## src/rtl/core/utf8d_pkg.sv

```systemverilog
// Shared types, codes and helper functions of the UTF-8 byte stream decoder.
package utf8d_pkg;

   localparam int unsigned CpWidth = 21;

   typedef struct packed {
      logic [7:0] byte_value;
      logic       string_end;
   } utf8d_req_type;

   typedef struct packed {
      logic [CpWidth-1:0] code_point;
      logic               bad_sequence;
      logic               error_seen;
      logic               last_of_run;
      logic               final_of_string;
   } utf8d_rsp_type;

   // Commands from the controller to the datapath.
   typedef struct packed {
      logic accept;
      logic rescan_step;
   } utf8d_cmd_type;

   // Status from the datapath to the controller.
   typedef struct packed {
      logic out_free;
      logic need_rescan;
      logic rescan_last;
   } utf8d_status_type;

   typedef enum logic [1:0] {
      ST_ACCEPT = 2'b01,
      ST_RESCAN = 2'b10
   } utf8d_state_type;

   localparam logic [2:0] WidthBad = 3'd0;
   localparam logic [2:0] WidthOne = 3'd1;
   localparam logic [2:0] WidthTwo = 3'd2;
   localparam logic [2:0] WidthThree = 3'd3;
   localparam logic [2:0] WidthFour = 3'd4;

   // Sequence width from a head byte; zero marks a byte that cannot start one.
   function automatic logic [2:0] head_width(input logic [7:0] b);
      logic [2:0] w;
      begin
         if (b[7] == 1'b0) begin
            w = WidthOne;
         end else if (b[7:5] == 3'b110) begin
            w = WidthTwo;
         end else if (b[7:4] == 4'b1110) begin
            w = WidthThree;
         end else if (b[7:3] == 5'b11110) begin
            w = WidthFour;
         end else begin
            w = WidthBad;
         end
         return w;
      end
   endfunction

   // Payload bits of a head byte for a sequence of the given width.
   function automatic logic [CpWidth-1:0] head_bits(input logic [2:0] w, input logic [7:0] b);
      logic [CpWidth-1:0] v;
      begin
         case (w)
            WidthOne:   v = {14'd0, b[6:0]};
            WidthTwo:   v = {16'd0, b[4:0]};
            WidthThree: v = {17'd0, b[3:0]};
            WidthFour:  v = {18'd0, b[2:0]};
            default:    v = '0;
         endcase
         return v;
      end
   endfunction

   // Whole code point of a sequence of up to three bytes held side by side.
   function automatic logic [CpWidth-1:0] decode_held(input logic [2:0] w,
                                                       input logic [7:0] b0,
                                                       input logic [7:0] b1,
                                                       input logic [7:0] b2);
      logic [CpWidth-1:0] v;
      begin
         case (w)
            WidthOne:   v = {14'd0, b0[6:0]};
            WidthTwo:   v = {10'd0, b0[4:0], b1[5:0]};
            WidthThree: v = {5'd0, b0[3:0], b1[5:0], b2[5:0]};
            default:    v = '0;
         endcase
         return v;
      end
   endfunction

endpackage

```

## src/rtl/core/utf8d_ctrl.sv

```systemverilog
// Controller state machine: takes bytes, and walks the rescan at string end.
module utf8d_ctrl (
   input  logic                       clock,
   input  logic                       reset,
   input  logic                       req_valid,
   output logic                       req_stall,
   input  utf8d_pkg::utf8d_status_type status,
   output utf8d_pkg::utf8d_cmd_type    cmd
);

   utf8d_pkg::utf8d_state_type state_ff, state_in;

   always_comb begin
      state_in        = state_ff;
      cmd.accept      = 1'b0;
      cmd.rescan_step = 1'b0;
      req_stall       = 1'b1;
      case (state_ff)
         utf8d_pkg::ST_ACCEPT: begin
            req_stall  = !status.out_free;
            cmd.accept = req_valid && status.out_free;
            if (cmd.accept && status.need_rescan) begin
               state_in = utf8d_pkg::ST_RESCAN;
            end
         end
         utf8d_pkg::ST_RESCAN: begin
            cmd.rescan_step = status.out_free;
            if (status.out_free && status.rescan_last) begin
               state_in = utf8d_pkg::ST_ACCEPT;
            end
         end
         default: begin
            state_in = utf8d_pkg::ST_ACCEPT;
         end
      endcase
   end

   always_ff @(posedge clock) begin
      if (reset) begin
         state_ff <= utf8d_pkg::ST_ACCEPT;
      end else begin
         state_ff <= state_in;
      end
   end

endmodule

```

## src/rtl/core/utf8d_dp.sv

```systemverilog
// Datapath: sequence gathering, held bytes, rescan decode and the output register.
module utf8d_dp (
   input  logic                       clock,
   input  logic                       reset,
   input  utf8d_pkg::utf8d_req_type    req_payload,
   input  logic                       rsp_stall,
   output logic                       rsp_valid,
   output utf8d_pkg::utf8d_rsp_type    rsp_payload,
   input  utf8d_pkg::utf8d_cmd_type    cmd,
   output utf8d_pkg::utf8d_status_type status
);

   localparam int unsigned CpW = utf8d_pkg::CpWidth;

   logic [7:0]     pending_ff [3];
   logic [7:0]     pending_in [3];
   logic [1:0]     count_ff, count_in;
   logic [2:0]     exp_ff, exp_in;
   logic [CpW-1:0] partial_ff, partial_in;
   logic           sticky_ff, sticky_in;
   logic           rsp_valid_ff, rsp_valid_in;
   utf8d_pkg::utf8d_rsp_type rsp_payload_ff, rsp_payload_in;

   // Byte path.
   logic [7:0]     b;
   logic [2:0]     acc_w;
   logic           acc_emit;
   logic           acc_bad;
   logic [CpW-1:0] acc_cp;
   logic [1:0]     acc_count;
   logic [2:0]     acc_exp;
   logic [CpW-1:0] acc_partial;
   logic [CpW-1:0] shifted;
   logic           acc_store;
   logic           acc_rescan;

   // Rescan path.
   logic [2:0]     rs_w;
   logic           rs_fits;
   logic [1:0]     rs_used;
   logic [1:0]     rs_left;
   logic [CpW-1:0] rs_cp;

   assign b       = req_payload.byte_value;
   assign acc_w   = utf8d_pkg::head_width(b);
   assign shifted = {partial_ff[CpW-7:0], b[5:0]};

   always_comb begin
      acc_emit    = 1'b0;
      acc_bad     = 1'b0;
      acc_cp      = '0;
      acc_count   = count_ff;
      acc_exp     = exp_ff;
      acc_partial = partial_ff;
      acc_store   = 1'b0;
      if (count_ff == 2'd0) begin
         if (acc_w == utf8d_pkg::WidthBad) begin
            acc_emit = 1'b1;
            acc_bad  = 1'b1;
         end else if (acc_w == utf8d_pkg::WidthOne) begin
            acc_emit = 1'b1;
            acc_cp   = utf8d_pkg::head_bits(acc_w, b);
         end else begin
            acc_store   = 1'b1;
            acc_count   = 2'd1;
            acc_exp     = acc_w;
            acc_partial = utf8d_pkg::head_bits(acc_w, b);
         end
      end else begin
         if (({1'b0, count_ff} + 3'd1 >= exp_ff) || (count_ff == 2'd3)) begin
            acc_emit    = 1'b1;
            acc_cp      = shifted;
            acc_count   = 2'd0;
            acc_exp     = 3'd0;
            acc_partial = '0;
         end else begin
            acc_store   = 1'b1;
            acc_count   = count_ff + 2'd1;
            acc_partial = shifted;
         end
      end
      acc_rescan = req_payload.string_end && (acc_count != 2'd0);
   end

   // At the string end the held bytes are decoded again, one result a cycle
   // while the output is free, always from the front of the buffer, which then moves up.
   always_comb begin
      rs_w    = utf8d_pkg::head_width(pending_ff[0]);
      rs_fits = (rs_w != utf8d_pkg::WidthBad) && (rs_w <= {1'b0, count_ff});
      rs_used = rs_fits ? rs_w[1:0] : 2'd1;
      rs_left = count_ff - rs_used;
      rs_cp   = rs_fits ? utf8d_pkg::decode_held(rs_w, pending_ff[0], pending_ff[1],
                                                 pending_ff[2]) : '0;
   end

   assign status.out_free    = !rsp_valid_ff || !rsp_stall;
   assign status.need_rescan = acc_rescan;
   assign status.rescan_last = (rs_left == 2'd0);

   always_comb begin
      pending_in     = pending_ff;
      count_in       = count_ff;
      exp_in         = exp_ff;
      partial_in     = partial_ff;
      sticky_in      = sticky_ff;
      rsp_payload_in = rsp_payload_ff;
      rsp_valid_in   = rsp_valid_ff && rsp_stall;
      if (cmd.accept) begin
         if (acc_store && (count_ff != 2'd3)) begin
            pending_in[count_ff] = b;
         end
         count_in   = acc_count;
         exp_in     = acc_rescan ? 3'd0 : acc_exp;
         partial_in = acc_rescan ? '0 : acc_partial;
         if (acc_emit) begin
            rsp_valid_in                   = 1'b1;
            rsp_payload_in.code_point      = acc_cp;
            rsp_payload_in.bad_sequence    = acc_bad;
            rsp_payload_in.error_seen      = sticky_ff || acc_bad;
            rsp_payload_in.last_of_run     = 1'b1;
            rsp_payload_in.final_of_string = req_payload.string_end;
            sticky_in = req_payload.string_end ? 1'b0 : (sticky_ff || acc_bad);
         end
      end else if (cmd.rescan_step) begin
         rsp_valid_in                   = 1'b1;
         rsp_payload_in.code_point      = rs_cp;
         rsp_payload_in.bad_sequence    = !rs_fits;
         rsp_payload_in.error_seen      = sticky_ff || !rs_fits;
         rsp_payload_in.last_of_run     = status.rescan_last;
         rsp_payload_in.final_of_string = status.rescan_last;
         sticky_in = status.rescan_last ? 1'b0 : (sticky_ff || !rs_fits);
         count_in  = rs_left;
         case (rs_used)
            2'd1: begin
               pending_in[0] = pending_ff[1];
               pending_in[1] = pending_ff[2];
            end
            2'd2: begin
               pending_in[0] = pending_ff[2];
            end
            default: begin
               pending_in[0] = pending_ff[0];
            end
         endcase
      end
   end

   always_ff @(posedge clock) begin
      if (reset) begin
         count_ff     <= 2'd0;
         exp_ff       <= 3'd0;
         partial_ff   <= '0;
         sticky_ff    <= 1'b0;
         rsp_valid_ff <= 1'b0;
      end else begin
         count_ff     <= count_in;
         exp_ff       <= exp_in;
         partial_ff   <= partial_in;
         sticky_ff    <= sticky_in;
         rsp_valid_ff <= rsp_valid_in;
      end
   end

   always_ff @(posedge clock) begin
      pending_ff     <= pending_in;
      rsp_payload_ff <= rsp_payload_in;
   end

   assign rsp_valid   = rsp_valid_ff;
   assign rsp_payload = rsp_payload_ff;

endmodule

```

## src/rtl/core/utf8_byte_stream_decoder.sv

```systemverilog
// Top level of the UTF-8 byte stream decoder.
// Bytes of a UTF-8 string arrive one per transaction, the last one flagged
// with string_end, and decoded code points leave one per transaction. A byte
// is taken every cycle while the output register is free or draining; a head
// byte starts a sequence of one to four bytes, and the byte that completes it
// gives one code point. When a string ends inside an unfinished sequence, the
// held bytes are decoded again from the front in the rescan state, one result
// per cycle while the output is free, one to three in all; no byte is taken then.
// The sticky error flag clears after the final result of each string.
module utf8_byte_stream_decoder (
   input  logic                    clock,
   input  logic                    reset,
   input  logic                    req_valid,
   output logic                    req_stall,
   input  utf8d_pkg::utf8d_req_type req_payload,
   output logic                    rsp_valid,
   input  logic                    rsp_stall,
   output utf8d_pkg::utf8d_rsp_type rsp_payload
);

   utf8d_pkg::utf8d_cmd_type    cmd;
   utf8d_pkg::utf8d_status_type status;

   utf8d_ctrl u_ctrl (
      .clock     (clock),
      .reset     (reset),
      .req_valid (req_valid),
      .req_stall (req_stall),
      .status    (status),
      .cmd       (cmd)
   );

   utf8d_dp u_dp (
      .clock       (clock),
      .reset       (reset),
      .req_payload (req_payload),
      .rsp_stall   (rsp_stall),
      .rsp_valid   (rsp_valid),
      .rsp_payload (rsp_payload),
      .cmd         (cmd),
      .status      (status)
   );

endmodule

```

## config.mk

```make
export PLATFORM = sky130hd
export DESIGN_NAME = utf8_byte_stream_decoder
export DESIGN_NICKNAME = d
export VERILOG_FILES = /design/src/rtl/core/utf8d_pkg.sv /design/src/rtl/core/utf8d_ctrl.sv /design/src/rtl/core/utf8d_dp.sv /design/src/rtl/core/utf8_byte_stream_decoder.sv
export SDC_FILE = /design/constraint.sdc
export NUM_CORES = 1
export LEC_CHECK = 0
export ABC_AREA = 1
export BUFFER_PORTS_ARGS = -buffer_cell sky130_fd_sc_hd__buf_2
export CAP_MARGIN = 20
export CELL_PAD_IN_SITES_DETAIL_PLACEMENT = 0
export CELL_PAD_IN_SITES_GLOBAL_PLACEMENT = 2
export CORE_ASPECT_RATIO = 1.1
export CORE_MARGIN = 2
export CORE_UTILIZATION = 32
export CTS_CLUSTER_SIZE = 16
export DETAILED_ROUTE_END_ITERATION = 10
export GPL_ROUTABILITY_DRIVEN = 0
export GPL_TIMING_DRIVEN = 0
export PLACE_DENSITY = 0.76
export RECOVER_POWER = 100
export SLEW_MARGIN = 20
export SYNTH_ARGS = -nofsm -noshare
export SYNTH_HDL_FRONTEND = slang
export SYNTH_HIERARCHICAL = 1
export SYNTH_SLANG_ARGS = --single-unit
```

## constraint.sdc

```tcl
create_clock -name clock -period 2.75 [get_ports clock]
set_input_delay 0.55 -clock clock [delete_from_list [all_inputs] [get_ports clock]]
set_output_delay 0.55 -clock clock [all_outputs]
set_load 0.03 [all_outputs]
```

==> results of run 1 <==
[worst max-delay path: cells and delay by family, from the launching register on]
family | cells | cell delay, ns
and+or+nand+nor | 7 | 1.07
DFF | 1 | 0.48
buffers and inverters | 4 | 0.42
adders and majority gates | 1 | 0.19
AOI/OAI and AO/OA | 2 | 0.18
[per-layer routing]
| metal | global-route usage (%) | part of all wire (%) |
|---|---|---|
| met5 | 0 | 0 |
| met4 | 6.49 | 1.4 |
| met1 | 22.4 | 45 |
| met2 | 28.8 | 49 |
| met3 | 3.81 | 4.2 |
[state kept, by name (all words and copies together), names as in the netlist]
signal            flops
u_dp/rsp_payload     25
u_dp/pending_ff      24
u_dp/partial_ff      15
u_dp/exp_ff           3
u_ctrl/state_ff       2
u_dp/count_ff         2
u_dp/rsp_valid        1
u_dp/sticky_ff        1
[stage by stage]
stage               hold slack [ns]  TNS (ns)  std cells
finish                        0.444         0        659
global route                  0.449  -0.00753        659
CTS                           0.430  -0.00571        652
detailed placement            0.475    -29.31        625
global placement              0.451    -28.69        625
floorplan                     0.432  -0.00690        436
[cells by family (layout without fill, tap and decap cells)]
family	count (synthesis)	after routing	share of synthesized area, %
multiplexers	2	2	0.524
adder cells (fa/ha/maj)	10	10	3.28
buffers and inverters	90	163	10.2
flip-flops	73	73	51.1
AO/OA/AOI/OAI	90	90	14.8
XOR/XNOR	1	1	0.229
AND/OR/NAND/NOR	170	170	19.9
[placed cells by master, fill, tap and decap left out, types with 16 or more instances in the layout]
cell and count:
buf_4 19, clkbuf_1 43, dfxtp_1 22, edfxtp_1 49
inv_1 63, nand2_1 62, nand3_1 16, nor2_1 62
o21ai_0 21, o22ai_1 18
[report_power, final]
| group | leakage, nW | switching (mW) | internal, mW | total [mW] |
|---|---|---|---|---|
| Clock | 0.136 | 0.436 | 0.688 | 1.12 |
| Sequential | 0.666 | 0.0410 | 1.29 | 1.33 |
| Combinational | 1.15 | 0.496 | 0.238 | 0.734 |
[area by class of cell]
class                   instances  area (µm²)  area share, %
clock buffers                  14         275           5.82
repair buffers                 57         299           6.32
well taps                     150         188           3.97
flip-flops and latches         73        1960           41.4
inverters                      74         282           5.95
multi-input cells             273        1600           33.8
plain buffers                  15         108           2.28
repair inverters                1        7.51          0.159
clock inverters                 2        11.3          0.238
[timing repair]
action	CTS	global route
hold buffers	0	0
buffers inserted	10	8
setup endpoints to repair	60	52
pin swaps	5	8
hold endpoints to repair	0	0
gates resized for setup	27	19
gates cloned	1	0
[worst max path at each step]
stage	from	endpoint	slack, ns	cells after the start
final	u_dp/pending_ff[20]	u_dp/pending_ff[22]	0.15	14
after global routing	u_dp/pending_ff[20]	u_dp/rsp_payload[0]	-0.007	17
after CTS	u_dp/pending_ff[23]	u_dp/rsp_payload[0]	-0.006	20
after detailed placement	u_dp/count_ff[0]	u_dp/pending_ff[12]	-0.96	14
after global placement	u_dp/count_ff[0]	u_dp/pending_ff[10]	-0.90	14
after floorplan	u_dp/count_ff[0]	u_dp/pending_ff[10]	-0.0009	14
==> summary.md, run 1 <==
| Metric | Value |
|---|---|
| Yosys top cell by area | edfxtp_1 |
| Diode count | 0 |
| DP Wirelength | 7300 µm |
| Primary FF master, synth | edfxtp_1 |
| Antenna viol nets, final | 0 |
| FF-to-FF End | u_dp/pending_ff[22] |
| Clk sinks | 73 |
| Max Clock Skew | 0.00830 ns |
| Total gr overflow | 0 |
| Synth area leaders | edfxtp_1 39%, dfxtp_1 13%, inv_1 6.9%, nand2_1 6.4%, nor2_1 6.4% |
| Worst slew margin | 58.0% |
| MaxCap Viol Count | 0 |
| Fillers | 1210 |
| DRC | 0 |
| CTS tree | done |
| Sequential area share after synthesis | 51.1% |
| Worst Setup Start Kind | flip-flop |
| Crit-path max FO | 8 |
| R2R cell count | 14 |
| Final setup margin | 0.148 ns |
| Count leader, synth | inv_1 |
| CP Data Arrival Time | 2.70 ns |
| Die W | 108 µm |
| Clk Latency, worst-skew pair | 0.33 ns |
| Min-Delay Path Class | primary input to flip-flop |
| Fin nets | 527 |
| Core area | 11500 µm² |
| Area delta synth->final | 23.9% |
| Fin. Hold Viols | 0 |
| Yosys top cell area share | 38.5% |
| Syn avg cell area | 8.76 µm² |
| Setup crit end kind | flip-flop |
| Fmax achieved | 0.384 GHz |
| Slew Viols, Final | 0 |
| Largest net degree at the start of global routing | 13 |
| Critical path required time | 2.84 ns |
| Pwr/cell area | 675 nW/µm² |
| Average routed wire per standard cell | 15.8 µm |
| DRT Pass-1 Iters | 4 |
| Flops & latches, synth | 73 |
| Fin crit period | 2.60 ns |
| Most common cell on crit path | nor2_1 |
| Clk root buf | clkbuf_16 |
| Worst slack, placed | -0.964 ns |
| Slew @ Worst Pin | 0.630 ns |
| Placement Rows | 41 |
| R2r startpoint | u_dp/pending_ff[20] |
| DR vias/cell | 4.70 |
| Sequence of cells on the critical path | nor3_4 -> nor2_1 -> inv_2 -> ha_4 -> inv_1 -> nor2_1 -> o21ai_1 -> nand3_2 -> buf_4 -> nor2_4 -> nand2_4 -> nand2_1 -> a21oi_4 -> buf_12 |
| Die Height | 119 µm |
| Crit-path slowest cell | edfxtp_1 |
| Starting density of the core | 33.1% |
| Maximum VDD drop | 0.288 mV |
| Placement Cell Area | 4200 µm² |
| FF-to-FF setup slack | 0.15 ns |
| Wire length of the first global-routing pass | 16700 µm |
| Worst hold start | reset |
| Drt initial violations | 143 |
| FFs w/ async S/R, synth | 0% |
| Hold EP | u_ctrl/state_ff[1] |
| Max stage delay on crit path | 0.48 ns |
| Synth cell types | 41 |
| Outcome | complete, no violations |
| GRT Resource Usage Total | 17.5% |
| Critical path type | flip-flop to flip-flop |
| IO buf count | 39 |
| Mapped Area | 3820 µm² |
| Reg clk slew, reported paths | 0.06 ns |
| Total CTS buffers | 9 |
| Htree depth | 3 |
| Longest Clk Path Bufs | 2 |
| I/O pin total | 40 |
| Top post-synthesis cells by count | 70 x inv_1, 65 x nand2_1, 65 x nor2_1 |
| Vias in the first global route | 3184 |
| EDFF count, synth | 49 |
| Period utilization | 94.6% |
| Post-route core utilization | 41.0% |
| Via count | 3099 |
| Hold path cells | 2 |
| Initial antenna violation count | 0 |
| Syn_nets | 459 |
| Die area | 12800 µm² |
| Power, Total | 3.19 mW |
| Lkg Pwr | 1.95 nW |
| DRT Wirelength | 10400 µm |
| Yosys warns | 6 |
| Share of layout cells above drive strength 1 | 19.1% |
| Post-Syn Instances | 436 |
| Fin area | 4730 µm² |
| Final Setup Violations | 0 |
Power figures use the tool's default switching activity.
==> inputs of run 2 (changes only) <==
--- a/config.mk
+++ b/config.mk
@@ -16,7 +16,6 @@
 export CTS_CLUSTER_SIZE = 16
 export DETAILED_ROUTE_END_ITERATION = 10
 export GPL_ROUTABILITY_DRIVEN = 0
-export GPL_TIMING_DRIVEN = 0
 export PLACE_DENSITY = 0.76
 export RECOVER_POWER = 100
 export SLEW_MARGIN = 20
==> run 2 against run 1 <==
Cell count is 0.30% higher; clock skew about the same; register-to-register slack about the same; hold slack gained 0.0049 ns; sequential cell count stayed put; utilization down 0.076 points; clock power increased by 17%; total power increased by 4.4%; clock-buffer cell count decreased by 3; critical path type unchanged; largest power group unchanged.
==> summary.md, run 2 (synthesized netlist as in run 1, its figures left out) <==
| Metric | Value |
|---|---|
| Outcome | complete, no violations |
| Lkg Pwr | 2.01 nW (+2.8%) |
| Drt initial violations | 183 (+28%) |
| Worst hold start | reset |
| GRT met3 Usage | 2.59% (-1.2 points) |
| Starting density of the core | 33.1% (unchanged) |
| Worst slew margin | 54.5% (-3.5 points) |
| Fin area | 4720 µm² (-0.19%) |
| CTS tree | done |
| Fin crit period | 2.61 ns (+0.0115 ns) |
| R2R cell count | 21 (+7) |
| Hold path cells | 2 (unchanged) |
| Min-Delay Path Class | primary input to flip-flop |
| FF-to-FF End | u_ctrl/state_ff[0] |
| R2r startpoint | u_dp/pending_ff[21] |
| Hold EP | u_ctrl/state_ff[1] |
| Logic pwr share | 20.8% (-2.2 points) |
| Diode count | 0 (unchanged) |
| CP Data Arrival Time | 2.85 ns (+0.15 ns) |
| DRT Wirelength | 10100 µm (-2.8%) |
| Sequential share of power | 39.9% (-1.9 points) |
| Htree depth | 3 (unchanged) |
| Wire length of the first global-routing pass | 15800 µm (-5.1%) |
| MaxCap Viol Count | 0 (unchanged) |
| Sw Ratio | 29.9% (-0.62 points) |
| Via count | 3188 (+2.9%) |
| Antenna viol nets, final | 0 (unchanged) |
| Vias in the first global route | 3069 (-3.6%) |
| Slew @ Worst Pin | 0.680 ns (+0.0506 ns) |
| Clk sinks | 73 (unchanged) |
| Met1 GRT Util | 20.5% (-2.0 points) |
| Fin. Hold Viols | 0 (unchanged) |
| Critical path required time | 2.98 ns (+0.14 ns) |
| Maximum VDD drop | 0.292 mV (+1.3%) |
| FF-to-FF setup slack | 0.14 ns (about the same) |
| Internal power | 2.34 mW (+5.4%) |
| Die area | 12800 µm² (unchanged) |
| Net Sw Power | 0.996 mW (+2.3%) |
| DRT Pass-1 Iters | 6 (+2) |
| Commonest non-fill, non-tap cells in the layout | 67 x inv_1, 63 x nand2_1, 63 x nor2_1 |
| Clk Latency, worst-skew pair | 0.34 ns (about the same) |
| DP Wirelength | 7530 µm (+3.2%) |
| Fin nets | 529 (+0.38%) |
| Total CTS buffers | 9 (unchanged) |
| Initial antenna violation count | 0 (unchanged) |
| Most common cell after layout, fill and taps aside | inv_1 |
| Placed insts | 640 (+2.4%) |
| Critical path type | flip-flop to flip-flop |
| Setup crit end kind | flip-flop |
| Worst Setup Start Kind | flip-flop |
| Share of layout cells above drive strength 1 | 18.8% (-0.27 points) |
| Max Clock Skew | 0.00855 ns (+0.000253 ns) |
| Die W | 108 µm (unchanged) |
| Largest net degree at the start of global routing | 23 (+10) |
| Die Height | 119 µm (unchanged) |
| DR vias/cell | 4.82 (+2.6%) |
| Placement Cell Area | 4340 µm² (+3.3%) |
| Slew Viols, Final | 0 (unchanged) |
| Placement Rows | 41 (unchanged) |
| Largest register FFs | 25 (unchanged) |
| Fillers | 1202 (-0.66%) |
| Core area | 11500 µm² (unchanged) |
| Setup tns final | 0 ns (unchanged) |
| Longest Clk Path Bufs | 2 (unchanged) |
| I/O pin total | 40 (unchanged) |
| Period utilization | 95.0% (+0.42 points) |
| Met2 track demand over resource | 27.8% (-1.0 points) |
| Post-Layout Cell Count | 661 (+0.30%) |
| Crit-path max FO | 5 (-3) |
| Fmax achieved | 0.383 GHz (-0.44%) |
| RSZ-0062 raised after global routing | yes |
| DRC | 0 (unchanged) |
| IO buf count | 39 (unchanged) |
| Clk root buf | clkbuf_16 |
| Area delta synth->final | 23.6% |
| Final Setup Violations | 0 (unchanged) |
| GRT busiest layer | met2 |
| Average routed wire per standard cell | 15.3 µm (-3.1%) |
| Total gr overflow | 0 (unchanged) |
| Pwr/cell area | 706 nW/µm² (+4.6%) |
| Clock share of power | 39.2% (+4.0 points) |
| GRT Resource Usage Total | 16.5% (-1.1 points) |
| Post-route core utilization | 40.9% (-0.076 points) |
| Reg clk slew, reported paths | 0.06 ns (about the same) |
run 2: cell count changes in the layout (fill, tap and decap cells not counted), moves of 3 or more:
cell	delta
buf_4	+10
clkinv_4	+3
inv_1	+4
inv_2	-4
buf_2	+4
buf_6	-4
clkbuf_1	-7
clkinvlp_4	-3
run 2: critical path, cell delays in order, from the launching register on:
cell	delay (ns)
edfxtp_1	0.40
inv_2	0.08
nor3_4	0.25
nor2_2	0.09
inv_2	0.07
ha_4	0.19
inv_1	0.04
nor2_1	0.03
o21ai_1	0.16
nand3_2	0.17
inv_2	0.11
nand2_4	0.06
ha_4	0.17
xor2_2	0.14
inv_1	0.07
nand2_2	0.06
nand3_2	0.11
inv_1	0.05
nand2_1	0.06
nand3_2	0.07
nand2_1	0.07
nand2_1	0.04
run 2: final cells by class:
cell class	count	area, µm²	area share [%]
multi-input combinational	273	1540	32.6
timing repair buffer	75	418	8.85
tap	150	188	3.98
sequential	73	1950	41.4
clock inverter	5	67.6	1.43
clock buffer	11	275	5.83
inverter	74	280	5.94
run 2: through the flow:
stage | total power [mW] | hold WS, ns | worst slack, ns
2_1_floorplan | 1.82 | 0.432 | -0.000863
3_3_place_gp | 2.04 | 0.462 | -0.0255
3_5_place_dp | 2.04 | 0.469 | -0.0437
4_1_cts | 3.36 | 0.438 | 0.00113
5_1_grt | 3.49 | 0.453 | -0.0549
6_report | 3.33 | 0.449 | 0.136
run 2: worst max-delay path by stage:
stage / start / to / slack [ns] / depth (start not counted)
finish: u_dp/pending_ff[21] / u_ctrl/state_ff[0] / 0.14 / 21
global route: u_dp/pending_ff[21] / u_ctrl/state_ff[0] / -0.05 / 21
CTS: u_dp/pending_ff[21] / u_dp/rsp_payload[0] / 0.001 / 18
detailed placement: u_dp/pending_ff[21] / u_dp/rsp_payload[0] / -0.04 / 18
global placement: u_dp/count_ff[0] / u_dp/pending_ff[10] / -0.03 / 14
floorplan: u_dp/count_ff[0] / u_dp/pending_ff[10] / -0.0009 / 14
run 2: power groups by stage:
stage	Combinational, mW	Clock, mW	Sequential (mW)
after detailed placement	0.691	0	1.35
final	0.695	1.31	1.33
after CTS	0.696	1.34	1.33
after global placement	0.685	0	1.35
after floorplan	0.384	0	1.44
after global routing	0.770	1.39	1.34
run 2: metal layers:
layer	routed length, µm	part of all wire, %
met4	297	2.9
met5	0	0
met1	4350	43
met2	4980	49
met3	514	5.1
run 2: what timing repair did:
item,4_1_cts,5_1_grt
pin swaps,2,6
hold buffers,0,0
buffers inserted,1,4
gates resized for setup,2,12
endpoints found under the setup margin,11,7
==> inputs of run 3 (changes only) <==
--- a/config.mk
+++ b/config.mk
@@ -21,5 +21,4 @@
 export SLEW_MARGIN = 20
 export SYNTH_ARGS = -nofsm -noshare
 export SYNTH_HDL_FRONTEND = slang
-export SYNTH_HIERARCHICAL = 1
 export SYNTH_SLANG_ARGS = --single-unit
==> run 3 against run 2 <==
Combinational power increased by 130%; clock skew hardly changed; final area fell by 3.2%; hold slack improved by 0.011 ns; cell count shrank 2.7%; setup slack worse by 0.069 ns; sequential power increased by 14%; sequential share of layout area rose by 1.4 points; maximum frequency shrank 2.6%; non-clock buffer count fell by 9; sequential cell count unchanged; total power grew 28%.
==> summary.md, run 3 <==
| Metric | Value |
|---|---|
| Hold EP | u_dp.pending_ff[0] |
| Crit-path max FO | 4 (-1) |
| Hold_ws | 0.460 ns (+0.0111 ns) |
| Longest Clk Path Bufs | 2 (unchanged) |
| MaxCap Viol Count | 0 (unchanged) |
| Final setup margin | 0.0675 ns (-0.0688 ns) |
| Clock share of power | 27.4% (-12 points) |
| Largest net degree at the start of global routing | 27 (+17%) |
| Initial antenna violation count | 0 (unchanged) |
| Yosys top cell area share | 39.7% (+1.2 points) |
| Post-Layout Cell Count | 643 (-2.7%) |
| Synth area leaders | edfxtp_1 40%, dfxtp_1 13%, nand2_1 7.6%, inv_1 5.9%, nor2_1 4.6% |
| Area of the multi-input gates | 1500 µm² (-2.3%) |
| Commonest non-fill, non-tap cells in the layout | 74 x nand2_1, 55 x inv_1, 49 x edfxtp_1 |
| Power, Total | 4.26 mW (+28%) |
| Sw Ratio | 38.4% (+8.5 points) |
| Pwr/cell area | 934 nW/µm² (+32%) |
| Worst Setup Start Kind | flip-flop |
| Die area | 12500 µm² (-2.8%) |
| Clk Latency, worst-skew pair | 0.34 ns (about the same) |
| Syn_nets | 445 (-3.1%) |
| Largest register FFs | 25 (unchanged) |
| Area delta synth->final | 23.3% |
| Mapped Area | 3700 µm² (-2.9%) |
| Internal power | 2.63 mW (+12%) |
| Total gr overflow | 0 (unchanged) |
| Placed insts | 622 (-2.8%) |
| Reg clk slew, reported paths | 0.06 ns (about the same) |
| Average routed wire per standard cell | 16.0 µm (+4.0%) |
| Yosys top cell by area | edfxtp_1 |
| Period utilization | 97.5% (+2.5 points) |
| EDFF count, synth | 49 (unchanged) |
| Outcome | complete, no violations |
| Most common cell after layout, fill and taps aside | nand2_1 |
| Sequential area share after synthesis | 52.7% (+1.6 points) |
| Share of layout cells above drive strength 1 | 19.3% (+0.48 points) |
| Crit path from | u_dp.pending_ff[20] |
| Total CTS buffers | 9 (unchanged) |
| Critical path type | flip-flop to flip-flop |
| Hold path cells | 1 (-1) |
| IO buf count | 39 (unchanged) |
| R2R cell count | 16 (-24%) |
| Drt initial violations | 168 (-8.2%) |
| Htree depth | 3 (unchanged) |
| Fin crit period | 2.68 ns (+0.0688 ns) |
| Placement Rows | 41 (unchanged) |
| GRT Resource Usage Total | 17.3% (+0.83 points) |
| Fin. Hold Viols | 0 (unchanged) |
| Sequential share of power | 35.3% (-4.6 points) |
| Critical path required time | 2.84 ns (-0.14 ns) |
| DR vias/cell | 4.80 (-0.49%) |
| Starting density of the core | 32.5% (-0.54 points) |
| Synth cell types | 37 (-9.8%) |
| Die W | 107 µm (-1.4%) |
| Count leader, synth | nand2_1 |
| DRC | 0 (unchanged) |
| Fin nets | 511 (-3.4%) |
| Fillers | 1183 (-1.6%) |
| Post-route core utilization | 40.1% (-0.78 points) |
| Worst hold start | req_payload[1] |
| FF-to-FF End | u_dp.rsp_payload[0] |
| DRT Pass-1 Iters | 5 (-1) |
| Wire length of the first global-routing pass | 16000 µm (+1.0%) |
| Lkg Pwr | 1.93 nW (-3.7%) |
| Logic pwr share | 37.2% (+16 points) |
| Top post-synthesis cells by count | 75 x nand2_1, 58 x inv_1, 49 x edfxtp_1 |
| Worst slew margin | 68.1% (+14 points) |
| Slew Viols, Final | 0 (unchanged) |
| Diode count | 0 (unchanged) |
| Fmax achieved | 0.373 GHz (-2.6%) |
| Slew @ Worst Pin | 0.477 ns (-0.203 ns) |
| FFs w/ async S/R, synth | 0% (unchanged) |
| Final Setup Violations | 0 (unchanged) |
| Core area | 11400 µm² (-1.3%) |
| Sequential Area | 1950 µm² (about the same) |
| Antenna viol nets, final | 0 (unchanged) |
| Die Height | 117 µm (-1.4%) |
| I/O pin total | 40 (unchanged) |
| Net Sw Power | 1.64 mW (+64%) |
| Flops & latches, synth | 73 (unchanged) |
| Clk root buf | clkbuf_16 |
| R2r startpoint | u_dp.pending_ff[20] |
| DRT Wirelength | 10300 µm (+1.1%) |
| Primary FF master, synth | edfxtp_1 |
| Clk sinks | 73 (unchanged) |
| CTS tree | done |
| Maximum VDD drop | 0.324 mV (+11%) |
| Via count | 3086 (-3.2%) |
| Post-Syn Instances | 422 (-3.2%) |
| Min-Delay Path Class | primary input to flip-flop |
| FF-to-FF setup slack | 0.07 ns (-0.07 ns) |
| Syn avg cell area | 8.78 µm² (+0.27%) |
| DP Wirelength | 7560 µm (+0.35%) |
| Worst slack, placed | 0.0998 ns (+0.143 ns) |
| Vias in the first global route | 2951 (-3.8%) |
| CP Data Arrival Time | 2.78 ns (-0.07 ns) |
| Max Clock Skew | 0.00860 ns (+0.0000563 ns) |
| Setup crit end kind | flip-flop |
| Yosys warns | 0 (-6) |
## run 3: cell types whose count changed in the layout (fill, tap and decap cells not counted), moves of 4 or more
cell	previous run	this run
buf_4	29	25
inv_2	6	12
nand2_1	63	74
o211ai_2	6	0
nand2_2	6	13
nand3_1	16	10
inv_1	67	55
o21ai_1	15	21
buf_2	9	4
nor2_1	63	43
## run 3: critical path, stage by stage (launching register included)
cell and delay [ns]:
edfxtp_1 0.41, inv_2 0.12, nand4_4 0.12, nand2_2 0.14
ha_4 0.21, inv_1 0.05, nor2_1 0.03, o21ai_1 0.17
o21ai_2 0.10, nor2_4 0.16, nand2_2 0.07, ha_1 0.20
xor2_1 0.20, nand2_1 0.15, nand3_4 0.11, nand2_1 0.08
o21a_1 0.11
## run 3: layer usage
layer	GRT usage, %	wire length, µm	vias to the layer above	part of all wire [%]
met1	21.2	4330	1444	42
met5	0	0	-	0
met2	30.2	5230	74	51
met4	8.31	201	0	2.0
met3	2.38	486	17	4.7
li1	-	-	1551	-
## run 3: power by group through the flow
stage	clock network, mW	registers, mW	logic (mW)
2_1_floorplan	0	1.68	0.912
3_3_place_gp	0	1.52	1.52
3_5_place_dp	0	1.52	1.53
4_1_cts	1.19	1.50	1.53
5_1_grt	1.23	1.53	1.77
6_report	1.17	1.51	1.59
## run 3: metrics by stage
stage / instance area (µm²) / setup TNS (ns)
6_report: 4570 / 0
5_1_grt: 4570 / -0.418
4_1_cts: 4510 / 0
3_5_place_dp: 4210 / 0
3_3_place_gp: 4210 / 0
2_1_floorplan: 3720 / 0
## run 3: final cells by class
type | instances | share of cell area [%]
repair buffers | 66 | 8.11
clock inverters | 7 | 1.51
multi-input cells | 269 | 32.9
clock buffers | 9 | 4.93
inverters | 69 | 5.67
well taps | 150 | 4.11
flip-flops and latches | 73 | 42.8
## run 3: repair_timing
action,CTS,global route
setup buffers,0,5
setup endpoints to repair,0,53
hold buffers,0,0
resized for setup,0,16
## run 3: cell families (layout without fill, tap and decap cells)
| logic type | count (synthesis) | in the layout | share of synthesized area [%] |
|---|---|---|---|
| flops | 73 | 73 | 52.7 |
| compound gates | 95 | 95 | 14.6 |
| simple gates | 162 | 162 | 20.1 |
| mux | 1 | 1 | 0.270 |
| xor+xnor | 1 | 1 | 0.236 |
| fa+ha+maj | 10 | 10 | 3.38 |
| buf+inv | 80 | 151 | 8.71 |
## run 3: worst max-delay path by stage
| stage | end | slack (ns) | cells after the start |
|---|---|---|---|
| after floorplan | u_dp.pending_ff[16] | 0.02 | 14 |
| after global placement | u_dp.rsp_payload[0] | 0.14 | 16 |
| after detailed placement | u_dp.rsp_payload[0] | 0.1 | 15 |
| after CTS | u_dp.rsp_payload[0] | 0.07 | 16 |
| after global routing | u_dp.rsp_payload[0] | -0.14 | 16 |
| final | u_dp.rsp_payload[0] | 0.07 | 16 |
